File: src/ldsd_pkg.sv
// Shared types and schedule tables for the LED daylight schedule dimmer.
// Used by ldsd_lane, the top level and the port checker; no dependencies.
`default_nettype none

package ldsd_pkg;

  localparam int SEG_COUNT  = 17;
  localparam int CHAN_COUNT = 4;
  localparam int PIPE_DEPTH = 8;

  localparam int MIN_W   = 11;
  localparam int DUTY_W  = 8;
  localparam int OFF_W   = 9;
  localparam int IDX_W   = 5;
  localparam int RECIP_W = 21;
  localparam int RECIP_SHIFT = 25;

  localparam logic [MIN_W-1:0] LAST_MINUTE = 11'd1439;
  localparam logic [8:0]       HALF_POT_SPAN = 9'd511;

  // Channel order inside the duty tables.
  localparam int CH_RED    = 0;
  localparam int CH_WHITE  = 1;
  localparam int CH_BLUE   = 2;
  localparam int CH_VIOLET = 3;

  typedef struct packed {
    logic [9:0] pot_reading;
    logic [4:0] clock_hour;
    logic [5:0] clock_minute;
  } item_t;

  typedef struct packed {
    logic [MIN_W-1:0]  minute_of_day;
    logic [DUTY_W-1:0] red_duty;
    logic [DUTY_W-1:0] white_duty;
    logic [DUTY_W-1:0] blue_duty;
    logic [DUTY_W-1:0] violet_duty;
    logic              manual_mode;
  } result_t;

  // Operands handed to one interpolation lane.
  typedef struct packed {
    logic [OFF_W-1:0]   offset;
    logic [RECIP_W-1:0] recip;
    logic [DUTY_W-1:0]  start_duty;
    logic [DUTY_W-1:0]  delta_mag;
    logic               delta_neg;
  } lane_in_t;

  // First minute of each segment.
  localparam logic [MIN_W-1:0] SEG_LO [SEG_COUNT] = '{
    11'd0,    11'd61,   11'd480,  11'd510,  11'd540,  11'd570,
    11'd600,  11'd660,  11'd1080, 11'd1140, 11'd1170, 11'd1200,
    11'd1230, 11'd1260, 11'd1290, 11'd1320, 11'd1380
  };

  // ceil(2^25 / span) for each segment; exact floor division for the
  // products that occur in that segment.
  localparam logic [RECIP_W-1:0] SEG_RECIP [SEG_COUNT] = '{
    21'd559241,  21'd80274,   21'd1157050, 21'd1157050, 21'd1157050,
    21'd1157050, 21'd568720,  21'd80083,   21'd568720,  21'd1157050,
    21'd1157050, 21'd1157050, 21'd1157050, 21'd1157050, 21'd1157050,
    21'd568720,  21'd568720
  };

  // Start duty per segment, channels red, white, blue, violet.
  localparam logic [DUTY_W-1:0] SEG_D0 [SEG_COUNT][CHAN_COUNT] = '{
    '{8'd25,  8'd25,  8'd30,  8'd30},
    '{8'd0,   8'd0,   8'd25,  8'd25},
    '{8'd0,   8'd0,   8'd10,  8'd10},
    '{8'd20,  8'd10,  8'd0,   8'd5},
    '{8'd25,  8'd25,  8'd10,  8'd10},
    '{8'd35,  8'd35,  8'd35,  8'd35},
    '{8'd60,  8'd60,  8'd60,  8'd60},
    '{8'd100, 8'd100, 8'd100, 8'd100},
    '{8'd255, 8'd255, 8'd255, 8'd255},
    '{8'd150, 8'd150, 8'd150, 8'd150},
    '{8'd125, 8'd125, 8'd125, 8'd125},
    '{8'd110, 8'd110, 8'd110, 8'd110},
    '{8'd100, 8'd100, 8'd100, 8'd100},
    '{8'd100, 8'd80,  8'd80,  8'd80},
    '{8'd90,  8'd70,  8'd70,  8'd70},
    '{8'd70,  8'd50,  8'd50,  8'd50},
    '{8'd50,  8'd40,  8'd40,  8'd40}
  };

  // End duty per segment, same channel order.
  localparam logic [DUTY_W-1:0] SEG_D1 [SEG_COUNT][CHAN_COUNT] = '{
    '{8'd0,   8'd0,   8'd25,  8'd25},
    '{8'd0,   8'd0,   8'd10,  8'd10},
    '{8'd20,  8'd10,  8'd0,   8'd5},
    '{8'd25,  8'd25,  8'd10,  8'd10},
    '{8'd35,  8'd35,  8'd35,  8'd35},
    '{8'd60,  8'd60,  8'd60,  8'd60},
    '{8'd100, 8'd100, 8'd100, 8'd100},
    '{8'd255, 8'd255, 8'd255, 8'd255},
    '{8'd150, 8'd150, 8'd150, 8'd150},
    '{8'd125, 8'd125, 8'd125, 8'd125},
    '{8'd110, 8'd110, 8'd110, 8'd110},
    '{8'd100, 8'd100, 8'd100, 8'd100},
    '{8'd100, 8'd80,  8'd80,  8'd80},
    '{8'd90,  8'd70,  8'd70,  8'd70},
    '{8'd70,  8'd50,  8'd50,  8'd50},
    '{8'd50,  8'd40,  8'd40,  8'd40},
    '{8'd25,  8'd25,  8'd30,  8'd30}
  };

endpackage

`default_nettype wire

File: src/ldsd_lane.sv
// One channel's interpolation: three register stages of multiply,
// reciprocal multiply and offset. Depends on ldsd_pkg.
`default_nettype none

module ldsd_lane
  import ldsd_pkg::*;
(
  input  wire logic              clk,
  input  wire lane_in_t          lane,
  output logic [DUTY_W-1:0]      duty
);

  localparam int PROD_W = OFF_W + DUTY_W;
  localparam int FULL_W = PROD_W + RECIP_W;

  logic [PROD_W-1:0]  prod;
  logic [RECIP_W-1:0] recip;
  logic [DUTY_W-1:0]  base_a;
  logic [DUTY_W-1:0]  base_b;
  logic               neg_a;
  logic               neg_b;
  logic [DUTY_W-1:0]  quot;
  logic [FULL_W-1:0]  quot_full;
  logic [DUTY_W:0]    duty_next;

  assign quot_full = {{RECIP_W{1'b0}}, prod} * {{PROD_W{1'b0}}, recip};

  always_comb begin
    if (neg_b) begin
      duty_next = {1'b0, base_b} - {1'b0, quot};
    end else begin
      duty_next = {1'b0, base_b} + {1'b0, quot};
    end
  end

  always_ff @(posedge clk) begin
    // offset times magnitude of the duty change
    prod   <= {{DUTY_W{1'b0}}, lane.offset} * {{OFF_W{1'b0}}, lane.delta_mag};
    recip  <= lane.recip;
    base_a <= lane.start_duty;
    neg_a  <= lane.delta_neg;
    // truncating divide by span on the magnitude
    quot   <= quot_full[RECIP_SHIFT +: DUTY_W];
    base_b <= base_a;
    neg_b  <= neg_a;
    duty   <= duty_next[DUTY_W-1:0];
  end

endmodule

`default_nettype wire

File: src/led_daylight_schedule_dimmer.sv
// Top level of the LED daylight schedule dimmer: minute selection, segment
// lookup and four interpolation lanes. Depends on ldsd_pkg and ldsd_lane.
//
//   channel | direction | handshake        | payload
//   --------+-----------+------------------+------------------------------
//   item    | in        | start, busy      | item_t: pot, hour, minute
//   result  | out       | done (strobe)    | result_t: minute, 4 duties,
//           |           |                  | manual flag
//
// Each item passes from acceptance to its done strobe through the eight
// register stages of the datapath (PIPE_DEPTH); one item enters per cycle
// and busy stays low. Reset clears only the valid bits that travel with
// the data. The receiver cannot hold a result off, so nothing in the
// pipeline ever stalls: each result shows for exactly one cycle.
`default_nettype none

module led_daylight_schedule_dimmer
  import ldsd_pkg::*;
(
  input  wire logic    clk,
  input  wire logic    rst,
  input  wire logic    start,
  output logic         busy,
  input  wire item_t   item,
  output logic         done,
  output result_t      result
);

  // Valid bits, one per stage; bit 0 is stage 1.
  logic [PIPE_DEPTH-1:0] vld;

  // Stage 1: override product and clock minute.
  logic [20:0]      s1_prod;
  logic [MIN_W-1:0] s1_clk_min;
  logic             s1_manual;
  logic [9:0]       pot_m1;
  logic [MIN_W-1:0] clk_raw;
  logic [MIN_W-1:0] clk_sat;

  // Stage 2: estimate of the override quotient.
  logic [19:0]      s2_y;
  logic [MIN_W-1:0] s2_q0;
  logic [MIN_W-1:0] s2_clk_min;
  logic             s2_manual;
  logic [19:0]      y_half;
  logic [19:0]      y_est;

  // Stage 3: minute of day.
  logic [MIN_W-1:0] s3_min;
  logic             s3_manual;
  logic [20:0]      rem_full;
  logic [MIN_W-1:0] pot_min;

  // Stage 4: segment index.
  logic [MIN_W-1:0] s4_min;
  logic             s4_manual;
  logic [IDX_W-1:0] s4_idx;
  logic [IDX_W-1:0] seg_sel;

  // Stage 5: lane operands; stages 6 to 8 carry minute and flag alongside.
  lane_in_t         s5_lane [CHAN_COUNT];
  logic [MIN_W-1:0] off_full;
  logic [MIN_W-1:0] s5_min;
  logic             s5_manual;
  logic [MIN_W-1:0] s6_min;
  logic             s6_manual;
  logic [MIN_W-1:0] s7_min;
  logic             s7_manual;
  logic [MIN_W-1:0] s8_min;
  logic             s8_manual;

  logic [DUTY_W-1:0] lane_duty [CHAN_COUNT];

  // The pipeline never refuses an item.
  assign busy = 1'b0;

  always_ff @(posedge clk) begin
    if (rst) begin
      vld <= '0;
    end else begin
      vld <= {vld[PIPE_DEPTH-2:0], start & ~busy};
    end
  end

  // --- Stage 1 -----------------------------------------------------------
  // Override: minute = (pot - 1) * 1439 / 1022. Form the product here.
  // Clock: hour * 60 + minute, saturated to the last minute of the day.
  assign pot_m1  = item.pot_reading - 10'd1;
  assign clk_raw = ({6'b0, item.clock_hour} << 6) - ({6'b0, item.clock_hour} << 2)
                   + {5'b0, item.clock_minute};
  assign clk_sat = (clk_raw > LAST_MINUTE) ? LAST_MINUTE : clk_raw;

  always_ff @(posedge clk) begin
    s1_prod    <= {11'b0, pot_m1} * {10'b0, LAST_MINUTE};
    s1_clk_min <= clk_sat;
    s1_manual  <= (item.pot_reading != 10'd0);
  end

  // --- Stage 2 -----------------------------------------------------------
  // Divide by 1022 as halve, then divide by 511 = 2^9 - 1. The series
  // y/512 + y/512^2 + y/512^3 undershoots y/511 by less than one.
  assign y_half = s1_prod[20:1];
  assign y_est  = y_half + (y_half >> 9) + (y_half >> 18);

  always_ff @(posedge clk) begin
    s2_y       <= y_half;
    s2_q0      <= y_est[19:9];
    s2_clk_min <= s1_clk_min;
    s2_manual  <= s1_manual;
  end

  // --- Stage 3 -----------------------------------------------------------
  // Remainder y - 511 * q0 lies below 1022; bump the quotient once if it
  // reaches 511.
  assign rem_full = {1'b0, s2_y} - {1'b0, s2_q0, 9'b0} + {10'b0, s2_q0};
  assign pot_min  = (rem_full[MIN_W-1:0] >= {2'b0, HALF_POT_SPAN}) ?
                    s2_q0 + 11'd1 : s2_q0;

  always_ff @(posedge clk) begin
    s3_min    <= s2_manual ? pot_min : s2_clk_min;
    s3_manual <= s2_manual;
  end

  // --- Stage 4 -----------------------------------------------------------
  // Segments are sorted and cover the day: take the last start not above m.
  always_comb begin
    seg_sel = '0;
    for (int s = 1; s < SEG_COUNT; s++) begin
      if (s3_min >= SEG_LO[s]) begin
        seg_sel = IDX_W'(s);
      end
    end
  end

  always_ff @(posedge clk) begin
    s4_min    <= s3_min;
    s4_manual <= s3_manual;
    s4_idx    <= seg_sel;
  end

  // --- Stage 5 -----------------------------------------------------------
  // Fetch the segment's start minute, reciprocal and duties; split each duty
  // change into magnitude and sign so the lanes divide on magnitudes only.
  assign off_full = s4_min - SEG_LO[s4_idx];

  always_ff @(posedge clk) begin
    for (int c = 0; c < CHAN_COUNT; c++) begin
      s5_lane[c].offset     <= off_full[OFF_W-1:0];
      s5_lane[c].recip      <= SEG_RECIP[s4_idx];
      s5_lane[c].start_duty <= SEG_D0[s4_idx][c];
      s5_lane[c].delta_neg  <= (SEG_D1[s4_idx][c] < SEG_D0[s4_idx][c]);
      s5_lane[c].delta_mag  <= (SEG_D1[s4_idx][c] < SEG_D0[s4_idx][c]) ?
                               SEG_D0[s4_idx][c] - SEG_D1[s4_idx][c] :
                               SEG_D1[s4_idx][c] - SEG_D0[s4_idx][c];
    end
    s5_min    <= s4_min;
    s5_manual <= s4_manual;
  end

  // --- Stages 6 to 8 -----------------------------------------------------
  for (genvar g = 0; g < CHAN_COUNT; g++) begin : g_lane
    ldsd_lane u_lane (
      .clk  (clk),
      .lane (s5_lane[g]),
      .duty (lane_duty[g])
    );
  end

  // Hold minute and mode alongside the lanes.
  always_ff @(posedge clk) begin
    s6_min    <= s5_min;
    s6_manual <= s5_manual;
    s7_min    <= s6_min;
    s7_manual <= s6_manual;
    s8_min    <= s7_min;
    s8_manual <= s7_manual;
  end

  assign done                 = vld[PIPE_DEPTH-1];
  assign result.minute_of_day = s8_min;
  assign result.red_duty      = lane_duty[CH_RED];
  assign result.white_duty    = lane_duty[CH_WHITE];
  assign result.blue_duty     = lane_duty[CH_BLUE];
  assign result.violet_duty   = lane_duty[CH_VIOLET];
  assign result.manual_mode   = s8_manual;

endmodule

`default_nettype wire

File: config.mk
export PLATFORM = sky130hd
export DESIGN_NAME = led_daylight_schedule_dimmer
export DESIGN_NICKNAME = d
export VERILOG_FILES = /design/src/ldsd_pkg.sv /design/src/ldsd_lane.sv /design/src/led_daylight_schedule_dimmer.sv
export SDC_FILE = /design/constraint.sdc
export NUM_CORES = 2
export LEC_CHECK = 0
export BUFFER_PORTS_ARGS = -buffer_cell sky130_fd_sc_hd__buf_2
export CAP_MARGIN = 5
export CORE_ASPECT_RATIO = 1.2
export CORE_UTILIZATION = 33
export CTS_BUF_LIST = sky130_fd_sc_hd__clkbuf_8
export CTS_CLUSTER_SIZE = 30
export DETAILED_ROUTE_END_ITERATION = 8
export GPL_TIMING_DRIVEN = 0
export PLACE_DENSITY_LB_ADDON = 0.1
export SYNTH_ARGS = -nofsm -noshare
export SYNTH_HDL_FRONTEND = slang
export SYNTH_SLANG_ARGS = --single-unit
File: constraint.sdc
create_clock -name clk -period 14.96 [get_ports clk]
set_input_delay 2.244 -clock clk [delete_from_list [all_inputs] [get_ports clk]]
set_output_delay 2.244 -clock clk [all_outputs]
set_load 0.02 [all_outputs]
==> flow_summary_export.csv <==
group,metric,value,unit
layout,finalNonFillerCells,9305,
sta,fmax,0.104,GHz
layout,layout.nets,8734,
logic_synthesis,seq_area_frac_synth,0.137,
logic_synthesis,synthesis.nets,8572,
outcome,outcome,"completed",
route,routed_via_density,4.66,
route,drt_iter0_drc,2174,
die,die-height,475,um
die,die_area,188000,sq um
die,row_count,173,
die,core,185000,sq um
logic_synthesis,synth_edf_count,0,
sta,slew_violations,0,
layout,final_area,66900,sq um
sta,setup_violations,0,
clock_tree,clk_pin_slew,60,ps
logic_synthesis,synth_area_leaders,"fa_1 (34%), ha_1 (18%), dfxtp_1 (14%)",
clock_tree,post-cts-setup-buffers,0,
clock_tree,cts_max_level,3,
logic_synthesis,synth_top_area_cell,"fa_1",
logic_synthesis,syn_avg_cell_area,9.29,sq um
sta,skew,33.8,ps
logic_synthesis,async_flop_share,0,
route,antenna_left,0,
place,io_buffers,68,
worst_setup_path,cp.arrival,10180,ps
sta,rsz0062_at_grt,"false",
worst_setup_path,critPathLaunchType,"flop",
logic_synthesis,synth_cells,6616,
die,start_util,0.332,
sta,worstMarginPinSlew,1450,ps
clock_tree,ctsLongestPathBuffers,3,
worst_setup_path,cp_max_fo,10,
worst_setup_path,rrSetupSlack,5340,ps
sta,final.setup.tns,0,ps
logic_synthesis,syn_area,61500,sq um
place,routabilityCongestion,0.910,
clock_tree,clkLatencyLatePin,760,ps
global_route,grt_pass1_vias,47400,
route,dr.pass1.iters,6,
route,wl_per_cell,21.5,um
sta,final-hold-violation-count,0,
global_route,grt.total_usage,0.218,
global_route,grt_max_degree,14,
min_path,hp-class,"flop to flop",
worst_setup_path,r2r_start,"g_lane[0].u_lane.recip[13]$_DFF_P_",
global_route,antenna_found_initial,23,
layout,drive_gt1_frac,0.0377,
global_route,grt_pass1_wl,303000,um
worst_setup_path,critPathKind,"flop to flop",
min_path,hp-start,"g_lane[2].u_lane.base_a[6]$_DFF_P_",
place,hpwlAfterDp,170000,um
worst_setup_path,crit_required,15520,ps
min_path,holdPathStages,0,
layout,syn2layout_area_growth,8.74,%
clock_tree,cts_resized,0,
worst_setup_path,setup.worst_path.start,"g_lane[0].u_lane.recip[13]$_DFF_P_",
clock_tree,cts_root_buffer,"clkbuf_8",
route,routed_wl,200000,um
sta,slew_headroom,0.0334,
place,dp_cells,9145,
worst_setup_path,end_kind,"flop",
worst_setup_path,reg2reg_to,"g_lane[3].u_lane.quot[6]$_DFF_P_",
clock_tree,tritoncts,"done",
die,ios,70,
global_route,grt.overflow.total,0,
route,drcViolationCount,0,
logic_synthesis,synthFlopType,"dfxtp_1",
route,num_vias,43300,
logic_synthesis,synth.top_cell.area_share,0.345,
layout,utilization,0.361,
die,fp.dieW,396,um
job,max_cap_viol_count,0,
clock_tree,cts_buffers,81,
sta,fin_crit_sh,0.643,
clock_tree,hold_buffers,0,
sta,layout_min_cycle_time,9620,ps
logic_synthesis,ys_types,74,
worst_setup_path,reg2reg_depth,24,
logic_synthesis,synth-warning-count,0,
place,placed_area,65100,sq um
logic_synthesis,ys_ff_latch,421,
min_path,hold_end,"g_lane[2].u_lane.base_b[6]$_DFF_P_",
clock_tree,cts.sinks,421,
cell usage in the layout (no fill, tap or decap), types with 7 or more instances in the layout:
cell and count:
inv_1 1629, fa_1 1059, ha_1 873, nand2_1 603, and2_1 592, dfxtp_1 421, clkbuf_1 209, xnor2_1 172
a21oi_1 169, nor2_1 140, o21ai_0 113, clkbuf_8 96, xor2_1 80, buf_2 72, a21o_1 55, nor2b_1 51
nor3_1 49, nand3_1 40, nand2b_1 29, o21bai_1 28, a31oi_1 27, or2_2 26, mux2i_1 25, o211ai_1 23
and3_1 20, or3_1 19, o21a_1 18, a211oi_1 14, diode_2 13, nand4_1 13, clkinv_2 11, nand3b_1 8
buf_8 8, nor4_1 7, clkbuf_2 7, a2111oi_0 7, a211o_1 7, clkinvlp_4 7
stage by stage:
stage | setup WS [ps] | hold WS [ps]
6_report | 5340 | 322
5_1_grt | 4800 | 325
4_1_cts | 5190 | 321
3_5_place_dp | 5210 | 312
3_3_place_gp | 5080 | 310
2_1_floorplan | 6550 | 310
Yosys cell counts, types with 27 or more instances:
cell	instances
dfxtp_1	421
a31oi_1	27
nor2_1	140
and2_1	592
inv_1	1608
fa_1	1059
nand3_1	40
a21oi_1	169
a21o_1	55
o21ai_0	113
nor2b_1	51
xnor2_1	172
xor2_1	80
clkbuf_1	216
nor3_1	49
nand2b_1	29
ha_1	873
o21bai_1	28
nand2_1	603
per-layer routing:
layer  track usage  wire [um]
met1         0.278      86300
met2         0.390     100000
met3        0.0279       8560
met4        0.0504       4770
met5             0         44
sequential cells by signal, indices dropped and copies added (netlist names), 12 cells and up:
| signal | cells |
|---|---|
| s5_lane | 77 |
| g_lane.u_lane.prod | 67 |
| g_lane.u_lane.duty | 32 |
| g_lane.u_lane.quot | 32 |
| g_lane.u_lane.base_a | 21 |
| g_lane.u_lane.base_b | 21 |
| s1_prod | 20 |
| g_lane.u_lane.recip | 12 |
how the worst max path moves through the flow:
stage                                             endpoint  slack, ps  cells past startpoint
after floorplan                        s1_prod[20]$_DFF_P_       6550                     27
after global placement    g_lane[3].u_lane.quot[6]$_DFF_P_       5080                     24
after detailed placement  g_lane[3].u_lane.quot[6]$_DFF_P_       5210                     25
after CTS                 g_lane[3].u_lane.quot[6]$_DFF_P_       5190                     25
after global routing      g_lane[3].u_lane.quot[6]$_DFF_P_       4800                     24
final                     g_lane[3].u_lane.quot[6]$_DFF_P_       5340                     24
critical path, cell delays in order (launching register included):
cell and delay [ps]:
dfxtp_1 350, clkbuf_1 950, clkbuf_1 1040, nand2_1 360
fa_1 630, inv_1 50, fa_1 530, inv_1 50
fa_1 490, inv_1 50, fa_1 510, fa_1 500
inv_1 50, fa_1 470, inv_1 40, ha_1 270
o21ai_0 80, a2111oi_0 1020, o21ai_0 300, o21ai_0 320
o211ai_1 220, nor2_1 180, or3_1 160, a21oi_1 80
xnor2_1 700
logic make-up (layout without fill, tap and decap cells):
group                    after synthesis  after routing  share of synthesized area
adder cells (fa/ha/maj)             1932           1932                      0.522
XOR/XNOR                             252            252                     0.0359
buffers and inverters               1835           2061                      0.112
flip-flops                           421            421                      0.137
AND/OR/NAND/NOR                     1617           1617                      0.133
AO/OA/AOI/OAI                        529            529                     0.0541
other                                  1             14                  0.0000610
multiplexers                          29             29                    0.00480
final cells by class:
type	count	area (sq um)
Clock buffer	96	1320
Tap cell	2450	3070
Clock inverter	51	413
Sequential cell	421	8430
Buffer	226	870
Timing Repair Buffer	79	536
Antenna cell	13	32.5
Inverter	1609	6040
Fill cell	19200	118000
Multi-Input combinational cell	4360	46200
Power is not shown: default switching activity piles up to over one toggle a cycle in this logic, so the estimate is an artifact.
